### src/rtl/glfs_pkg.sv
// Shared types and constants for the gamepad link frame sender.
`timescale 1ns / 1ps
package glfs_pkg;

    typedef struct packed {
        logic [15:0] button_bits;
        logic [7:0]  hat_value;
        logic [15:0] left_x;
        logic [15:0] left_y;
        logic [15:0] right_x;
        logic [15:0] right_y;
        logic [7:0]  left_trigger;
        logic [7:0]  right_trigger;
        logic [7:0]  mode_code;
        logic [31:0] time_ms;
    } t_glfs_in;

    typedef struct packed {
        logic [7:0] tx_byte;
        logic       frame_kind;
        logic       last_of_run;
    } t_glfs_out;

    typedef struct packed {
        logic [7:0]  frame_magic;
        logic [7:0]  frame_version;
        logic [7:0]  input_frame_type;
        logic [7:0]  status_frame_type;
        logic [15:0] input_refresh_ms;
        logic [15:0] status_refresh_ms;
    } t_glfs_cfg;

    // One queued request: which frames to send and the values they carry.
    typedef struct packed {
        logic        send_in;
        logic        send_st;
        logic [15:0] button_bits;
        logic [7:0]  hat_value;
        logic [15:0] left_x;
        logic [15:0] left_y;
        logic [15:0] right_x;
        logic [15:0] right_y;
        logic [7:0]  left_trigger;
        logic [7:0]  right_trigger;
        logic [7:0]  mode_code;
    } t_glfs_job;

    typedef struct packed {
        logic      valid;
        t_glfs_job job;
    } t_glfs_push;

    typedef enum logic [2:0] {
        CFG_MAGIC      = 3'd0,
        CFG_VERSION    = 3'd1,
        CFG_IN_TYPE    = 3'd2,
        CFG_ST_TYPE    = 3'd3,
        CFG_IN_REFRESH = 3'd4,
        CFG_ST_REFRESH = 3'd5
    } t_glfs_cfg_idx;

    localparam int IDX_W = 5;

    localparam logic [IDX_W-1:0] IN_LAST_IDX = 5'd18;
    localparam logic [IDX_W-1:0] ST_LAST_IDX = 5'd23;

    localparam logic [7:0]  IN_PAYLOAD_LEN = 8'd13;
    localparam logic [7:0]  ST_PAYLOAD_LEN = 8'd18;
    localparam logic [7:0]  ST_FIVE        = 8'd5;
    localparam logic [7:0]  ST_ALL_ONES    = 8'hFF;
    localparam logic [15:0] ST_WORD_4200   = 16'd4200;
    localparam logic [7:0]  ST_TAIL        = 8'h03;

    localparam logic [15:0] CRC_POLY = 16'h1021;
    localparam logic [15:0] CRC_INIT = 16'hFFFF;

    localparam logic [7:0]  RST_MAGIC      = 8'd170;
    localparam logic [7:0]  RST_VERSION    = 8'd1;
    localparam logic [7:0]  RST_IN_TYPE    = 8'd1;
    localparam logic [7:0]  RST_ST_TYPE    = 8'd2;
    localparam logic [15:0] RST_IN_REFRESH = 16'd50;
    localparam logic [15:0] RST_ST_REFRESH = 16'd1000;
    localparam logic [7:0]  RST_PREV_MODE  = 8'hFF;

endpackage

### src/rtl/glfs_front.sv
// Front end: takes polls, decides which frames are due, keeps the last-sent copy.
`timescale 1ns / 1ps
module glfs_front (
    input  logic               i_clk,
    input  logic               i_rst_n,
    input  glfs_pkg::t_glfs_cfg i_cfg,
    input  logic               i_in_valid,
    output logic               o_in_ready,
    input  glfs_pkg::t_glfs_in  i_in_data,
    input  logic               i_push_ready,
    output glfs_pkg::t_glfs_push o_push
);
    import glfs_pkg::*;

    logic [15:0] r_buttons;
    logic [7:0]  r_hat;
    logic [15:0] r_lx, r_ly, r_rx, r_ry;
    logic [7:0]  r_lt, r_rt;
    logic [31:0] r_in_time;
    logic [7:0]  r_mode;
    logic [31:0] r_st_time;

    logic        accept;
    logic        changed;
    logic        send_in;
    logic        send_st;
    logic [31:0] in_elapsed;
    logic [31:0] st_elapsed;

    assign o_in_ready = i_push_ready;
    assign accept     = i_in_valid && i_push_ready;

    assign changed = (i_in_data.button_bits   != r_buttons) ||
                     (i_in_data.hat_value     != r_hat)     ||
                     (i_in_data.left_x        != r_lx)      ||
                     (i_in_data.left_y        != r_ly)      ||
                     (i_in_data.right_x       != r_rx)      ||
                     (i_in_data.right_y       != r_ry)      ||
                     (i_in_data.left_trigger  != r_lt)      ||
                     (i_in_data.right_trigger != r_rt);

    // elapsed time wraps modulo 2^32
    assign in_elapsed = i_in_data.time_ms - r_in_time;
    assign st_elapsed = i_in_data.time_ms - r_st_time;

    assign send_in = changed || (in_elapsed >= {16'd0, i_cfg.input_refresh_ms});
    assign send_st = (i_in_data.mode_code != r_mode) ||
                     (st_elapsed >= {16'd0, i_cfg.status_refresh_ms});

    always_comb begin
        o_push.valid             = accept && (send_in || send_st);
        o_push.job.send_in       = send_in;
        o_push.job.send_st       = send_st;
        o_push.job.button_bits   = i_in_data.button_bits;
        o_push.job.hat_value     = i_in_data.hat_value;
        o_push.job.left_x        = i_in_data.left_x;
        o_push.job.left_y        = i_in_data.left_y;
        o_push.job.right_x       = i_in_data.right_x;
        o_push.job.right_y       = i_in_data.right_y;
        o_push.job.left_trigger  = i_in_data.left_trigger;
        o_push.job.right_trigger = i_in_data.right_trigger;
        o_push.job.mode_code     = i_in_data.mode_code;
    end

    always_ff @(posedge i_clk) begin
        if (!i_rst_n) begin
            r_buttons <= '0;
            r_hat     <= '0;
            r_lx      <= '0;
            r_ly      <= '0;
            r_rx      <= '0;
            r_ry      <= '0;
            r_lt      <= '0;
            r_rt      <= '0;
            r_in_time <= '0;
            r_mode    <= RST_PREV_MODE;
            r_st_time <= '0;
        end else if (accept) begin
            if (send_in) begin
                r_buttons <= i_in_data.button_bits;
                r_hat     <= i_in_data.hat_value;
                r_lx      <= i_in_data.left_x;
                r_ly      <= i_in_data.left_y;
                r_rx      <= i_in_data.right_x;
                r_ry      <= i_in_data.right_y;
                r_lt      <= i_in_data.left_trigger;
                r_rt      <= i_in_data.right_trigger;
                r_in_time <= i_in_data.time_ms;
            end
            if (send_st) begin
                r_mode    <= i_in_data.mode_code;
                r_st_time <= i_in_data.time_ms;
            end
        end
    end

endmodule

### src/rtl/glfs_fifo.sv
// Small register queue of frame requests between front and back end.
`timescale 1ns / 1ps
module glfs_fifo #(
    parameter int DEPTH = 2
) (
    input  logic                 i_clk,
    input  logic                 i_rst_n,
    input  glfs_pkg::t_glfs_push i_push,
    output logic                 o_push_ready,
    output logic                 o_head_valid,
    output glfs_pkg::t_glfs_job  o_head,
    input  logic                 i_pop
);
    import glfs_pkg::*;

    localparam int PTR_W = $clog2(DEPTH);
    localparam int CNT_W = $clog2(DEPTH + 1);
    localparam logic [PTR_W-1:0] LAST_PTR = PTR_W'(DEPTH - 1);
    localparam logic [CNT_W-1:0] FULL_CNT = CNT_W'(DEPTH);

    t_glfs_job        r_mem [DEPTH];
    logic [PTR_W-1:0] r_wr_ptr, r_rd_ptr;
    logic [CNT_W-1:0] r_count;
    logic             do_push, do_pop;

    assign o_push_ready = (r_count != FULL_CNT);
    assign o_head_valid = (r_count != '0);
    assign o_head       = r_mem[r_rd_ptr];
    assign do_push      = i_push.valid && o_push_ready;
    assign do_pop       = i_pop && o_head_valid;

    always_ff @(posedge i_clk) begin
        if (do_push) begin
            r_mem[r_wr_ptr] <= i_push.job;
        end
    end

    always_ff @(posedge i_clk) begin
        if (!i_rst_n) begin
            r_wr_ptr <= '0;
            r_rd_ptr <= '0;
            r_count  <= '0;
        end else begin
            if (do_push) begin
                r_wr_ptr <= (r_wr_ptr == LAST_PTR) ? '0 : r_wr_ptr + 1'b1;
            end
            if (do_pop) begin
                r_rd_ptr <= (r_rd_ptr == LAST_PTR) ? '0 : r_rd_ptr + 1'b1;
            end
            if (do_push && !do_pop) begin
                r_count <= r_count + 1'b1;
            end else if (do_pop && !do_push) begin
                r_count <= r_count - 1'b1;
            end
        end
    end

endmodule

### src/rtl/glfs_back.sv
// Back end: serializes queued requests into framed bytes with a running CRC-16.
`timescale 1ns / 1ps
module glfs_back (
    input  logic                i_clk,
    input  logic                i_rst_n,
    input  glfs_pkg::t_glfs_cfg i_cfg,
    input  logic                i_head_valid,
    input  glfs_pkg::t_glfs_job i_head,
    output logic                o_pop,
    output logic                o_out_valid,
    input  logic                i_out_ready,
    output glfs_pkg::t_glfs_out o_out_data
);
    import glfs_pkg::*;

    function automatic logic [15:0] crc_byte(input logic [15:0] c, input logic [7:0] b);
        logic [15:0] v;
        v = c ^ {b, 8'h00};
        for (int k = 0; k < 8; k++) begin
            v = v[15] ? ({v[14:0], 1'b0} ^ CRC_POLY) : {v[14:0], 1'b0};
        end
        return v;
    endfunction

    logic [IDX_W-1:0] r_idx;
    logic             r_mid;      // input frame done, status frame of same request next
    logic [15:0]      r_crc;
    logic             r_out_valid;
    t_glfs_out        r_out;

    logic             kind;
    logic [IDX_W-1:0] last_idx;
    logic             at_last;
    logic             can_adv;
    logic             emit;
    logic             in_crc;
    logic [7:0]       cur_byte;

    assign kind     = r_mid || !i_head.send_in;
    assign last_idx = kind ? ST_LAST_IDX : IN_LAST_IDX;
    assign at_last  = (r_idx == last_idx);
    assign can_adv  = !r_out_valid || i_out_ready;
    assign emit     = i_head_valid && can_adv;
    assign o_pop    = emit && at_last && (kind || !i_head.send_st);
    // CRC covers everything after magic and before the two CRC bytes
    assign in_crc   = (r_idx != '0) && (r_idx < last_idx - 5'd1);

    always_comb begin
        cur_byte = 8'h00;
        if (r_idx == '0) begin
            cur_byte = i_cfg.frame_magic;
        end else if (r_idx == 5'd1) begin
            cur_byte = i_cfg.frame_version;
        end else if (r_idx == last_idx - 5'd1) begin
            cur_byte = r_crc[7:0];
        end else if (at_last) begin
            cur_byte = r_crc[15:8];
        end else if (!kind) begin
            case (r_idx)
                5'd2:    cur_byte = i_cfg.input_frame_type;
                5'd3:    cur_byte = IN_PAYLOAD_LEN;
                5'd4:    cur_byte = i_head.button_bits[7:0];
                5'd5:    cur_byte = i_head.button_bits[15:8];
                5'd6:    cur_byte = i_head.hat_value;
                5'd7:    cur_byte = i_head.left_x[7:0];
                5'd8:    cur_byte = i_head.left_x[15:8];
                5'd9:    cur_byte = i_head.left_y[7:0];
                5'd10:   cur_byte = i_head.left_y[15:8];
                5'd11:   cur_byte = i_head.right_x[7:0];
                5'd12:   cur_byte = i_head.right_x[15:8];
                5'd13:   cur_byte = i_head.right_y[7:0];
                5'd14:   cur_byte = i_head.right_y[15:8];
                5'd15:   cur_byte = i_head.left_trigger;
                5'd16:   cur_byte = i_head.right_trigger;
                default: cur_byte = 8'h00;
            endcase
        end else begin
            case (r_idx)
                5'd2:    cur_byte = i_cfg.status_frame_type;
                5'd3:    cur_byte = ST_PAYLOAD_LEN;
                5'd6:    cur_byte = i_head.mode_code;
                5'd8:    cur_byte = ST_FIVE;
                5'd10:   cur_byte = ST_ALL_ONES;
                5'd19:   cur_byte = ST_WORD_4200[7:0];
                5'd20:   cur_byte = ST_WORD_4200[15:8];
                5'd21:   cur_byte = ST_TAIL;
                default: cur_byte = 8'h00;
            endcase
        end
    end

    always_ff @(posedge i_clk) begin
        if (emit) begin
            r_out.tx_byte     <= cur_byte;
            r_out.frame_kind  <= kind;
            r_out.last_of_run <= o_pop;
            if (r_idx == '0) begin
                r_crc <= CRC_INIT;
            end else if (in_crc) begin
                r_crc <= crc_byte(r_crc, cur_byte);
            end
        end
    end

    always_ff @(posedge i_clk) begin
        if (!i_rst_n) begin
            r_idx       <= '0;
            r_mid       <= 1'b0;
            r_out_valid <= 1'b0;
        end else begin
            if (emit) begin
                r_out_valid <= 1'b1;
                if (at_last) begin
                    r_idx <= '0;
                    r_mid <= !kind && i_head.send_st;
                end else begin
                    r_idx <= r_idx + 5'd1;
                end
            end else if (i_out_ready) begin
                r_out_valid <= 1'b0;
            end
        end
    end

    assign o_out_valid = r_out_valid;
    assign o_out_data  = r_out;

endmodule

### src/rtl/gamepad_link_frame_sender_core.sv
// Top level of the gamepad link frame sender: config registers, front, queue, back.
`timescale 1ns / 1ps
// Usage:
// - Input channel (i_in_valid / o_in_ready / i_in_data) takes one controller poll
//   per request. The poll is compared with the last-sent copy and a frame request
//   is queued; polls with nothing due leave no trace on the output.
// - Output channel (o_out_valid / i_out_ready / o_out_data) gives one frame byte
//   per request: 19 bytes for an input frame, 24 for a status frame, 43 when both
//   are due. last_of_run marks the final byte caused by a poll.
// - With the queue empty, an accepted poll is first written into the queue, then its
//   first byte is loaded into the output register and o_out_valid rises; the back
//   end then sends one byte per cycle while i_out_ready is high. The byte serializer
//   sets the sustained rate.
// - A queue of FIFO_DEPTH requests sits between the sides, so polls are taken while
//   earlier frames still stream out; o_in_ready drops only when it is full.
// - When i_out_ready is low the byte held in the output register stays put and
//   serialization pauses.
// - Reset (i_rst_n low, synchronous) restores default config, clears the stored
//   poll copy and timestamps (mode copy to 0xFF) and empties the queue.
// - Config writes (i_cfg_wr_en) take effect at once and are meant for idle time.
module gamepad_link_frame_sender_core #(
    parameter int FIFO_DEPTH = 2
) (
    input  logic                i_clk,
    input  logic                i_rst_n,
    input  logic                i_cfg_wr_en,
    input  logic [2:0]          i_cfg_index,
    input  logic [15:0]         i_cfg_wdata,
    input  logic                i_in_valid,
    output logic                o_in_ready,
    input  glfs_pkg::t_glfs_in  i_in_data,
    output logic                o_out_valid,
    input  logic                i_out_ready,
    output glfs_pkg::t_glfs_out o_out_data
);
    import glfs_pkg::*;

    t_glfs_cfg  r_cfg;
    t_glfs_push push;
    logic       push_ready;
    logic       head_valid;
    t_glfs_job  head;
    logic       pop;

    always_ff @(posedge i_clk) begin
        if (!i_rst_n) begin
            r_cfg.frame_magic       <= RST_MAGIC;
            r_cfg.frame_version     <= RST_VERSION;
            r_cfg.input_frame_type  <= RST_IN_TYPE;
            r_cfg.status_frame_type <= RST_ST_TYPE;
            r_cfg.input_refresh_ms  <= RST_IN_REFRESH;
            r_cfg.status_refresh_ms <= RST_ST_REFRESH;
        end else if (i_cfg_wr_en) begin
            case (t_glfs_cfg_idx'(i_cfg_index))
                CFG_MAGIC:      r_cfg.frame_magic       <= i_cfg_wdata[7:0];
                CFG_VERSION:    r_cfg.frame_version     <= i_cfg_wdata[7:0];
                CFG_IN_TYPE:    r_cfg.input_frame_type  <= i_cfg_wdata[7:0];
                CFG_ST_TYPE:    r_cfg.status_frame_type <= i_cfg_wdata[7:0];
                CFG_IN_REFRESH: r_cfg.input_refresh_ms  <= i_cfg_wdata;
                CFG_ST_REFRESH: r_cfg.status_refresh_ms <= i_cfg_wdata;
                default:        ;
            endcase
        end
    end

    glfs_front u_front (
        .i_clk        (i_clk),
        .i_rst_n      (i_rst_n),
        .i_cfg        (r_cfg),
        .i_in_valid   (i_in_valid),
        .o_in_ready   (o_in_ready),
        .i_in_data    (i_in_data),
        .i_push_ready (push_ready),
        .o_push       (push)
    );

    glfs_fifo #(
        .DEPTH (FIFO_DEPTH)
    ) u_fifo (
        .i_clk        (i_clk),
        .i_rst_n      (i_rst_n),
        .i_push       (push),
        .o_push_ready (push_ready),
        .o_head_valid (head_valid),
        .o_head       (head),
        .i_pop        (pop)
    );

    glfs_back u_back (
        .i_clk        (i_clk),
        .i_rst_n      (i_rst_n),
        .i_cfg        (r_cfg),
        .i_head_valid (head_valid),
        .i_head       (head),
        .o_pop        (pop),
        .o_out_valid  (o_out_valid),
        .i_out_ready  (i_out_ready),
        .o_out_data   (o_out_data)
    );

endmodule

### config.mk
export PLATFORM = sky130hd
export DESIGN_NAME = gamepad_link_frame_sender_core
export DESIGN_NICKNAME = d
export VERILOG_FILES = /design/src/rtl/glfs_pkg.sv /design/src/rtl/glfs_front.sv /design/src/rtl/glfs_fifo.sv /design/src/rtl/glfs_back.sv /design/src/rtl/gamepad_link_frame_sender_core.sv
export SDC_FILE = /design/constraint.sdc
export NUM_CORES = 1
export LEC_CHECK = 0
export BUFFER_PORTS_ARGS = -buffer_cell sky130_fd_sc_hd__buf_2
export CORE_MARGIN = 5
export CORE_UTILIZATION = 30
export CTS_BUF_LIST = sky130_fd_sc_hd__clkbuf_8
export CTS_CLUSTER_SIZE = 28
export DETAILED_ROUTE_END_ITERATION = 10
export SYNTH_ARGS = -nofsm -noshare
export SYNTH_HDL_FRONTEND = slang
export SYNTH_SLANG_ARGS = --single-unit
### constraint.sdc
create_clock -name i_clk -period 21.1 [get_ports i_clk]
set_input_delay 3.165 -clock i_clk [delete_from_list [all_inputs] [get_ports i_clk]]
set_output_delay 3.165 -clock i_clk [all_outputs]
set_load 0.03 [all_outputs]
==> results.txt, run 1 <==
The run finished with clean final reports. The via total after detailed routing is 21100. Of all nets on the critical path, the largest fanout is 72. The final critical path takes up a little over two fifths of the cycle.

In the routed design, unresolved DRC markers number 0. Fill cells in the final layout number just over 9000. The switching share of total power came out at approximately a third. The area of all sequential standard cells is 0.0127 mm². No sink is reached through more buffers than the 3 on the longest clock path. The number of vias per cell after detailed routing came out at 5.05. By startpoint and endpoint, the worst setup path is classified as primary input to register.

The number of levels in the clock H-tree is 3. In this run the worst hold path is classified as register to register. The initial cell density of the core is 30.2%. The cell count after synthesis came out at 2773. Ranked by instance count, the synthesized netlist is headed by sky130_fd_sc_hd__nand2_1 (515), sky130_fd_sc_hd__mux2i_1 (280), sky130_fd_sc_hd__edfxtp_1 (254). The x dimension of the die is 311 µm. Yosys printed 0 warnings. The clock input transition at the sequential cells of the worst setup and hold paths came out at around 0.06 ns. The number of enable-type register cells in the synthesized netlist came out at 254.

The library cell occupying the most area in the post-synthesis netlist is sky130_fd_sc_hd__edfxtp_1. The worst pin sits at a relative slew slack of roughly a quarter. The number of max-cap violations came out at 0. The post-CTS repair timing setup buffer count came out at 0.

The adder-cell share of the synthesized area is 4.89%. The number of antenna violations at the first check in global routing came out at 44. By area, the combinational part of the netlist is dominated by simple AND/OR/NAND/NOR gates.

The synthesized flop and latch total is 506. Combinational cells account for 26.3% of the total power. Once detail routing completed, the nets flagged for antenna violations numbered 0. After synthesis, the cell types taking the most area are sky130_fd_sc_hd__edfxtp_1 (28%), sky130_fd_sc_hd__dfxtp_1 (19%), sky130_fd_sc_hd__mux2i_1 (10%). The number of cells on the worst hold path is 2. The share of the yosys chip area belonging to registers came out at 46.7%. From bottom edge to top edge, the die measures between 300 and 400 µm. The count of pins over their slew limit is 0. The routability congestion estimate is 0.914. STA classifies the critical path endpoint as a register. The clock arrives with between 0.02 and 0.03 ns of skew. The number of nets at the end of the flow is 3195. Of the cells placed in the final design, the portion with a size suffix greater than 1 is 11.9%. The number of global-route vias before repair was 20600.

The first global-routing pass estimated 127000 µm of wire. Detailed placement ended at an HPWL of 64900 µm. The standard cell core area is 0.0899 mm². After clock tree synthesis, the repair step resized 0 gates. The mean post-synth cell area is 9.79 µm². The worst path needs 8.95 ns of the cycle, external delays included. The XOR/XNOR share of the synthesized area came out at 4.40%. The number of hold-repair buffers added at the cts stage is 0.

For the worst flop-to-flop path, the logic depth is 20. Setup violations remaining at the end of the flow were counted as 0. The count of buffers from port buffering is 179. Multiplexer cells account for approximately 11% of the synthesized area. The switching power summed over all nets came out at 0.970 mW. The floorplan has 110 rows.

The data arrival time at the worst-slack endpoint is 9.24 ns. The synthesized net count is 3046. Per report_power, the clock group accounts for 28.9% of the total. The floorplan die area came out at 0.0966 mm².

The detailed-router iteration count before antenna repair came out at 5. The number of clock buffers added by TritonCTS is 81. After Yosys synthesis, and, or, nand and nor cells account for between 10% and 20% of the synthesized area. The total power density per cell area is 95.3 mW/mm². The most common cell in the synthesized netlist is sky130_fd_sc_hd__nand2_1. The post-detailed-route wirelength per cell came out at 20.5 µm.

Setup repair after global routing left no endpoint under its margin. After global routing the overflow that remains totals 0. Cell internal power was estimated by the tool at approximately 2.0 mW. The share of async-settable or async-resettable flops after synthesis came out at 0%.

The count of cell types in the netlist is slightly above 80. The number of ports placed on the die boundary is 180. Global routing used 17.0% of the available tracks. The CTS tree is done. The achievable clock frequency came out at around 110 MHz. The most used flip-flop cell after synthesis is sky130_fd_sc_hd__edfxtp_1. The element type at the critical path start is a primary input.

The total detailed-routing wirelength is 85700 µm. The worst vdd rail ir drop is roughly 0.000042 V. The clock latency reported for the late side of the worst-skew pair came out at approximately 0.7 ns. The final hold violation count came out at 0. The leakage power is 11.6 nW.

Relative to the synthesized area, the layout overhead comes to 13.5%. The multi-input logic area came out at approximately 0.013 mm². The synthesized netlist devotes about an eighth of its cell area to compound gates. The worst slack on hold paths is about 0.46 ns.

The first routing iteration left 1705 violations. Sequential cells burn 44.8% of the power. The largest net degree at the start of global routing is 119. The share of the synthesized area in the top cell type came out at 28.1%. The final sum of negative setup slack came out at 0 ns. For the worst setup path, the data required time is 21.39 ns. The total standard cell area after synthesis is approximately 0.027 mm². The clock net in this run drives a total of 506 sinks.

The transition time of the tightest slew-check pin came out at ~1.1 ns. The cell at the root of the clock tree is sky130_fd_sc_hd__clkbuf_8.
[cell families after synthesis]
logic type,Yosys count
buf+inv,290
simple gates,951
xor+xnor,134
mux,290
flops,506
fa+ha+maj,105
compound gates,497
[layout by cell type (no fill, tap or decap), types with 61 or more instances in the layout]
cell	n
sky130_fd_sc_hd__mux2i_1	280
sky130_fd_sc_hd__a21oi_1	105
sky130_fd_sc_hd__clkbuf_8	96
sky130_fd_sc_hd__xor2_1	61
sky130_fd_sc_hd__ha_1	103
sky130_fd_sc_hd__o21ai_0	74
sky130_fd_sc_hd__xnor2_1	71
sky130_fd_sc_hd__nor2_1	96
sky130_fd_sc_hd__buf_2	178
sky130_fd_sc_hd__edfxtp_1	254
sky130_fd_sc_hd__nor2b_1	71
sky130_fd_sc_hd__nand2_1	515
sky130_fd_sc_hd__inv_1	182
sky130_fd_sc_hd__dfxtp_1	251
[cell type report]
cell class,instances,share of cell area (%)
clock buffer,96,4.29
inverter,153,1.86
clock inverter,53,0.999
multi-input combinational,1977,43.2
sequential,506,41.1
tap,1176,4.78
timing repair buffer,203,3.53
antenna,22,0.179
[metal layers]
layer / global-route usage, % / part of all wire, %
met4: 6.15 / 3.4
met5: 0 / 0.13
met2: 27.8 / 46
met3: 4.10 / 7.2
met1: 21.9 / 43
[final timing paths]
kind	from	end	slack, ns
max	i_in_data[3]	u_fifo.r_mem[1][106]	12.15
min	u_front.r_st_time[21]	u_front.r_st_time[21]	0.46
min reg2reg	u_front.r_st_time[21]	u_front.r_st_time[21]	0.46
max reg2reg	u_front.r_st_time[3]	u_fifo.r_mem[1][106]	14.40
[power groups by stage]
| stage | clock network [mW] | logic [mW] | registers, mW |
|---|---|---|---|
| floorplan | 0 | 0.527 | 1.36 |
| global placement | 0 | 0.765 | 1.33 |
| detailed placement | 0 | 0.770 | 1.34 |
| CTS | 0.871 | 0.774 | 1.32 |
| global route | 0.914 | 0.847 | 1.33 |
| finish | 0.849 | 0.773 | 1.32 |
[flip-flops by register name, summed over array words and instances, names as in the netlist, 16 cells and up, named ones only]
register / flops
u_front.r_st_time: 32
u_front.r_rx: 16
r_cfg: 64
u_front.r_in_time: 32
u_fifo.r_mem: 228
u_back.r_crc: 16
u_front.r_ry: 16
u_front.r_ly: 16
u_front.r_buttons: 16
u_front.r_lx: 16
[metrics by stage]
| stage | utilization [%] | instance area, µm² | worst slack (ns) | power, mW | cells |
|---|---|---|---|---|---|
| 6_report | 34.3 | 30800 | 12.15 | 2.94 | 4186 |
| 4_1_cts | 34.2 | 30800 | 12.21 | 2.96 | 4164 |
| 3_5_place_dp | 32.4 | 29100 | 11.48 | 2.11 | 4015 |
| 3_3_place_gp | 32.4 | 29100 | 11.62 | 2.10 | 4015 |
| 5_1_grt | 34.2 | 30800 | 11.68 | 3.09 | 4170 |
| 2_1_floorplan | - | 27200 | 8.44 | 1.89 | 2773 |
[critical path, stage by stage]
cell                        delay [ns]
sky130_fd_sc_hd__buf_2            0.12
sky130_fd_sc_hd__ha_1             0.34
sky130_fd_sc_hd__and2_1           0.20
sky130_fd_sc_hd__a221o_1          0.37
sky130_fd_sc_hd__o21ai_1          0.46
sky130_fd_sc_hd__nand2_1          0.18
sky130_fd_sc_hd__a21oi_1          0.22
sky130_fd_sc_hd__xnor2_1          0.15
sky130_fd_sc_hd__ha_1             0.30
sky130_fd_sc_hd__a221oi_1         0.29
sky130_fd_sc_hd__and3_1           0.20
sky130_fd_sc_hd__nand4_1          0.10
sky130_fd_sc_hd__nor4_1           0.37
sky130_fd_sc_hd__o2111ai_1        0.18
sky130_fd_sc_hd__nor4_1           0.30
sky130_fd_sc_hd__nand4_1          0.50
sky130_fd_sc_hd__o21ai_0          0.77
sky130_fd_sc_hd__a21boi_4         0.10
sky130_fd_sc_hd__buf_4            0.34
sky130_fd_sc_hd__buf_4            0.54
(Power assumes the default switching activity.)
==> run 2, diff against run 1 <==
==> constraint.sdc (replaced) <==
create_clock -name i_clk -period 7.6 [get_ports i_clk]
set_input_delay 1.14 -clock i_clk [delete_from_list [all_inputs] [get_ports i_clk]]
set_output_delay 1.14 -clock i_clk [all_outputs]
set_load 0.03 [all_outputs]
==> run 2 against run 1 <==
Against the previous run:
- register-to-register slack got worse by 13 ns
- global-route usage barely moved
- combinational power rose to 2.8 times the previous value
- sequential share of layout area down 0.20 points
- sequential cell count stayed put
- hold slack got worse by 0.00092 ns
- clock skew grew 0.00050 ns
- critical path type unchanged
==> results.txt, run 2 (synthesis results as in run 1) <==
The proportion of power drawn by combinational gates is 26.2%. The number of levels in the clock H-tree came out at 3. The part of the power in the clock network came out at 30.0%. The worst slack on hold paths came out at about 0.45 ns. The number of global-route vias before repair came out at 20500. Wires add up to 86000 µm. STA classifies the critical path startpoint as a primary input.

The final clock period utilization by the worst path is roughly four fifths. The number of hold-repair buffers added at the cts stage came out at 0. The leakage power is 11.6 nW.

The switching share of total power came out at roughly 33%. The CTS tree is done. The total of cells resized after clock tree synthesis is 0. The register with the most flip-flops in the layout has approximately 230 of them. Leaving out fill and tap cells, the most frequent cell in the layout is sky130_fd_sc_hd__nand2_1. The largest net degree at the start of global routing came out at between 200 and 250. The synthesis-to-layout area growth came out at 14.0%. The number of nets at the end of the flow is 3194. Of all nets on the critical path, the largest fanout is 13. STA puts the critical path data required time at 8.21 ns. The placed wire-length estimate after detailed placement came out at 64200 µm. The floorplan step defined a core boundary enclosing 0.0899 mm². The final-report setup violation count is 0. The number of clock buffers inserted by TritonCTS came out at 83.

The clock input transition at the sequential cells of the worst setup and hold paths came out at 0.06 ns. The count of placed standard cells including taps came out at 4012. The first-pass GRT wire length came out at between 100000 and 150000 µm. Detailed routing placed a total of 6080 µm of wire on met3. The largest registers in the layout are u_fifo.r_mem: 228 flops, r_cfg: 64 flops. Input and output buffers added on the ports amount to 179. The number of standard cells in the layout, taps in and fillers out came out at 4181.

The detailed router finished its first iteration with 1838 violations. The x dimension of the die came out at 311 µm. After detailed routing, the number of vias per cell comes to 5.09. In the routed design, unresolved DRC markers number 0. The fraction of power consumed by sequential logic came out at 43.9%. Data arrives at the worst endpoint at 6.82 ns.

The routed design uses 40100 µm of met2 wire. The analysis attributes to net switching a power of 2.73 mW. The total global routing overflow is 0. The post-route antenna net violation count came out at 0. The floorplan step set the die height to roughly 310 µm.

The number of max-cap violations is 0. By startpoint and endpoint, the worst setup path is classified as primary input to register. The worst vdd rail ir drop is ~0.00018 V.

The element type at the critical path end is a register. The internal power is 5.59 mW. In the global route stage, overall resource usage came out at 17.0%. The number of placement rows came out at 110. The via total after detailed routing came out at about 21000. The count of clock tree sinks came out at 506. For the worst-skew pair, the clock arrives at the later sink with an insertion delay of 0.70 ns. After detailed routing, the wire length on met1 is ~37000 µm.

The final hold violation count is 0. The highest metal layer carrying signal wires in the routed design is met5. The count of pins over their slew limit is 0. The number of ports placed on the die boundary is between 150 and 200. The setup skew after layout is 0.0289 ns. In this run the deepest clock path goes through 3 buffers. In this run the post-CTS setup repair buffer count came out at 0. The register with the most flip-flops in the final layout is u_fifo.r_mem. The routability congestion estimate is between 0.9 and 1. At the pin with the least slew margin, the transition time is about 1.2 ns. The run finished with clean final reports. The headroom to the max-slew limit came out at a little under a fifth. The floorplan die area is 0.0966 mm². The path class of the lowest-slack min-delay path is register to register.

Counting the fill cells in the layout gives 9073. Setup repair after global routing left no endpoint under its margin. Of the cells placed in the final design, the portion with a size suffix greater than 1 is 12.0%. The total power density per cell area is 269 mW/mm². The root buffer cell chosen for the clock tree is sky130_fd_sc_hd__clkbuf_8. The achievable clock frequency is 161 MHz.

The post-detailed-route wirelength per cell came out at 20.6 µm. The final sum of negative setup slack is 0 ns. Counting I/O delays and the setup requirement, the final critical path takes 6.21 ns.

The number of antenna violations at the first check in global routing is 44. Once the floorplan was initialized, standard cells occupied ~30% of the core. The pre-antenna-repair detailed-routing pass consisted of 6 iterations.

In the layout the commonest cells are sky130_fd_sc_hd__nand2_1 (515), sky130_fd_sc_hd__mux2i_1 (280), sky130_fd_sc_hd__edfxtp_1 (254), sky130_fd_sc_hd__dfxtp_1 (251), sky130_fd_sc_hd__buf_2 (178).
-- run 2: final timing paths --
| check | start | endpoint | slack (ns) | cells after the start |
|---|---|---|---|---|
| setup / recovery | i_in_data[0] | u_fifo.r_count[1] | 1.39 | 23 |
| hold / removal | u_front.r_st_time[5] | u_front.r_st_time[5] | 0.45 | 2 |
| setup reg to reg | u_front.r_st_time[3] | u_fifo.r_count[1] | 1.65 | 24 |
| hold reg to reg | u_front.r_st_time[5] | u_front.r_st_time[5] | 0.45 | 2 |
-- run 2: critical path, cell delays in order --
cell                        delay (ns)
sky130_fd_sc_hd__buf_2            0.09
sky130_fd_sc_hd__inv_1            0.06
sky130_fd_sc_hd__ha_1             0.22
sky130_fd_sc_hd__fa_1             0.40
sky130_fd_sc_hd__nand2b_1         0.18
sky130_fd_sc_hd__a21oi_1          0.32
sky130_fd_sc_hd__o21a_1           0.26
sky130_fd_sc_hd__nor2_1           0.09
sky130_fd_sc_hd__o21bai_1         0.20
sky130_fd_sc_hd__xor2_1           0.31
sky130_fd_sc_hd__ha_1             0.31
sky130_fd_sc_hd__and3_1           0.18
sky130_fd_sc_hd__a2111oi_0        0.49
sky130_fd_sc_hd__o2111ai_1        0.25
sky130_fd_sc_hd__nor2b_1          0.17
sky130_fd_sc_hd__mux2i_1          0.09
sky130_fd_sc_hd__a2111oi_1        0.34
sky130_fd_sc_hd__buf_4            0.21
sky130_fd_sc_hd__a21o_2           0.48
sky130_fd_sc_hd__nand2_1          0.12
sky130_fd_sc_hd__ha_1             0.34
sky130_fd_sc_hd__or3_1            0.37
sky130_fd_sc_hd__a21boi_0         0.19
-- run 2: per-stage QoR --
stage | util, % | area (µm²) | setup WS, ns | power (mW)
after detailed placement | 32.5 | 29200 | 0.795 | 5.88
after global routing | 34.4 | 30900 | 0.850 | 8.74
final | 34.4 | 31000 | 1.39 | 8.32
after global placement | 32.5 | 29200 | 0.890 | 5.84
after CTS | 34.4 | 30900 | 1.51 | 8.38
after floorplan | - | 27200 | 0.681 | 5.19
-- run 2: power groups by stage --
stage                     registers (mW)  clock network, mW  logic, mW
after floorplan                     3.72                  0       1.47
after global placement              3.69                  0       2.15
after detailed placement            3.70                  0       2.17
after CTS                           3.65               2.55       2.18
after global routing                3.69               2.67       2.38
final                               3.65               2.49       2.18
-- run 2: layout make-up --
type,instances,area [µm²],share of cell area (%)
Multi-Input combinational cell,1977,13300,43.0
Sequential cell,506,12700,40.9
Tap cell,1176,1470,4.75
Clock buffer,97,1340,4.31
Timing Repair Buffer,200,1150,3.72
Inverter,153,574,1.85
Clock inverter,50,383,1.24
Antenna cell,22,55.1,0.178
-- run 2: routing by layer --
| layer | vias up | track usage [%] |
|---|---|---|
| met3 | 172 | 3.99 |
| met2 | 674 | 28.0 |
| met5 | - | 0 |
| li1 | 10300 | - |
| met1 | 10200 | 21.7 |
| met4 | 22 | 6.48 |
==> run 3, diff against run 2 <==
==> constraint.sdc (replaced) <==
create_clock -name i_clk -period 5.77 [get_ports i_clk]
set_input_delay 0.8655 -clock i_clk [delete_from_list [all_inputs] [get_ports i_clk]]
set_output_delay 0.8655 -clock i_clk [all_outputs]
set_load 0.03 [all_outputs]
==> run 3 against run 2 <==
Against the previous run:
- global-route usage up 0.26 points
- setup slack worse by 0.73 ns
- critical path depth up 1
- critical endpoint unchanged
- design area up 1.3%
- register-to-register slack worse by 0.99 ns
- power up 32%
- via count up 0.65%
- largest cell class unchanged
- combinational power up 38%
==> results.txt, run 3 (synthesis results as in run 1) <==
Summed over all layers, the global routing overflow is 0. The clock latency reported for the late side of the worst-skew pair is 0.70 ns. The worst hold path terminates at u_fifo.r_mem[0][0]. The run finished with clean final reports. Setup repair after global routing left no endpoint under its margin.

The most common library cell in the layout ignoring fill and taps is sky130_fd_sc_hd__nand2_1. For the finished layout, the period the worst path requires is 5.11 ns. The setup slack of the most critical reg-to-reg path came out at 0.66 ns.

The x dimension of the die is 311 µm. More flip-flops sit in one register than any other, and that register is u_fifo.r_mem. The total power density per cell area came out at 350 mW/mm². The number of hold-repair buffers added at the cts stage came out at 0. The largest buffer count on any clock path is 3. The worst vdd rail ir drop came out at between 0.00015 and 0.0002 V. The synthesis-to-layout area growth is 15.5%. The cell at the root of the clock tree is sky130_fd_sc_hd__clkbuf_8.

The count of clock tree sinks is 506. The count of pins over their slew limit came out at 0. CTS built an H-tree with a depth of 3. The data arrival time at the worst-slack endpoint came out at 5.74 ns. For this run, design rule violations remaining after detail routing come to 0. The post-detailed-route wirelength per cell came out at 20.6 µm. The number of max-cap violations came out at 0. The transition time of the tightest slew-check pin is 1.29 ns. The post-CTS repair timing setup buffer count came out at 0. The largest registers in the layout are u_fifo.r_mem: 228 flops, r_cfg: 64 flops. The area of all sequential standard cells came out at approximately 0.013 mm². The worst pin sits at a relative slew slack of a little under an eighth. The setup skew after layout is 0.0228 ns. The initial utilization of the core area, before any placement, comes to 30.2%. Leaving out filler cells and counting taps, the final layout contains 4218. The overall routing resource usage came out at between 10% and 20%. The initialized floorplan defines 110 standard-cell rows. For this design the top-level I/O count stands at 180. Of all nets on the critical path, the largest fanout is 4. Once detailed placement completed, the half-perimeter wirelength came to 66200 µm. The leakage power is 11.8 nW. The final standard cell utilization of the core came out at 34.9%.

The worst setup path is launched from a register. TritonCTS built the clock tree. The count of nets left with antenna violations once routing finished came out at 0. The number of vias per cell after detailed routing is 5.08.

The overall power came out at 11.0 mW. The number of nets at the end of the flow came out at 3225. The count of placed standard cells including taps came out at ~4000.

The detailed-router iteration count before antenna repair came out at 5. The first-pass GRT wire length came out at 129000 µm. The total detailed-routing wirelength came out at ~87000 µm.

The flip-flop count of the largest register, all copies and words added is 228. The cell depth of the worst flop-to-flop path is 24. The number of global-route vias before repair came out at 20700. Measured along the y axis, the die boundary spans 311 µm. The kind of critical path is register to register.

The detailed router finished its first iteration with 1793 violations. The final-report setup violation count came out at 0. The worst register-to-register path begins at u_front.r_st_time[4].

The number of clock buffers inserted by TritonCTS came out at 84. The final hold violation count is 0. The die covers 0.0966 mm². Of the available clock period, the critical path in the final layout requires 88.6%. The routability congestion estimate is 0.989. The top cell types in the final layout, fill and taps aside, are sky130_fd_sc_hd__nand2_1 (515), sky130_fd_sc_hd__mux2i_1 (280), sky130_fd_sc_hd__edfxtp_1 (254), sky130_fd_sc_hd__dfxtp_1 (251), sky130_fd_sc_hd__inv_1 (179). The critical path required time is ~6.4 ns. The largest net degree at the start of global routing is 168.

The filler cells instantiated in the layout total 9043. During placement, the flow inserted port buffers numbering 179. Summing over every cut layer, the via total after detailed routing is 21400.

The number of antenna violations at the first check in global routing was 49. The worst slack on hold paths came out at 0.394 ns. The fraction of layout cells with a size suffix above 1 came out at a little over an eighth. Once the clock tree was built, the resizer swapped 0 gates to a different size. The worst hold path belongs to the class primary input to register. The standard cell core area came out at 0.0899 mm². In this run the critical register-to-register path is captured at u_fifo.r_count[1]. The achievable clock frequency came out at 196 MHz. The startpoint identified for the worst hold timing path is i_in_data[32].

The number of cells on the worst hold path came out at 1. The clock input transition at the sequential cells of the worst setup and hold paths is 0.06 ns. STA classifies the critical path endpoint as a register.

The multi-input logic area came out at 0.0135 mm².
[run 3: cell type report]
cell class                 instances  area share, %
multi-input combinational       1977           42.9
sequential                       506           40.4
tap                             1176           4.69
timing repair buffer             230           4.63
clock buffer                      95           4.17
inverter                         153           1.87
clock inverter                    61           1.15
antenna                           20          0.160
[run 3: metrics by stage]
step	TNS (ns)	instance area, µm²	setup slack, ns
final	0	31400	0.657
after global routing	0	31300	0.302
after CTS	0	31300	0.681
after detailed placement	0	29600	0.0186
after global placement	0	29600	0.0566
after floorplan	-101.56	27300	-0.451
[run 3: worst max-delay path, cell delays in order (launching register included)]
cell	delay, ns
sky130_fd_sc_hd__dfxtp_1	0.33
sky130_fd_sc_hd__inv_1	0.05
sky130_fd_sc_hd__ha_1	0.33
sky130_fd_sc_hd__and2_1	0.18
sky130_fd_sc_hd__a221o_1	0.38
sky130_fd_sc_hd__or2_4	0.29
sky130_fd_sc_hd__a31oi_4	0.15
sky130_fd_sc_hd__o21ai_0	0.10
sky130_fd_sc_hd__a21oi_1	0.16
sky130_fd_sc_hd__xnor2_1	0.14
sky130_fd_sc_hd__ha_1	0.25
sky130_fd_sc_hd__nand3_1	0.10
sky130_fd_sc_hd__a21oi_1	0.05
sky130_fd_sc_hd__o31ai_1	0.21
sky130_fd_sc_hd__o21ai_0	0.14
sky130_fd_sc_hd__nor4_1	0.28
sky130_fd_sc_hd__buf_4	0.16
sky130_fd_sc_hd__o2111ai_1	0.10
sky130_fd_sc_hd__nor4_1	0.32
sky130_fd_sc_hd__nand4_1	0.26
sky130_fd_sc_hd__o21ai_2	0.21
sky130_fd_sc_hd__nand2_1	0.07
sky130_fd_sc_hd__ha_1	0.28
sky130_fd_sc_hd__or3_1	0.36
sky130_fd_sc_hd__a21boi_0	0.16
[run 3: per-layer routing]
layer  global-route usage, %  vias up  share of wire (%)
li1                        -    10300                  -
met1                    22.3    10200                 43
met2                    28.3      684                 47
met3                    3.86      180                6.9
met4                    6.58       22                3.7
met5                       0        -               0.15
[run 3: where the power goes]
group	total (mW)	internal [mW]	switching [mW]
sequential	4.80	4.56	0.242
combinational	3.00	1.12	1.88
clock	3.17	1.62	1.55
total	11.0	7.30	3.68
[run 3: worst max-delay path by stage]
stage,startpoint,to,slack [ns],cells past startpoint
detailed placement,i_in_data[0],u_fifo.r_count[1],0.02,26
finish,u_front.r_st_time[4],u_fifo.r_count[1],0.66,24
CTS,u_front.r_st_time[4],u_fifo.r_count[1],0.68,24
floorplan,i_in_data[0],u_fifo.r_mem[1][0],-0.45,20
global placement,i_in_data[4],u_fifo.r_count[1],0.06,24
global route,u_front.r_in_time[1],u_fifo.r_mem[0][39],0.30,20
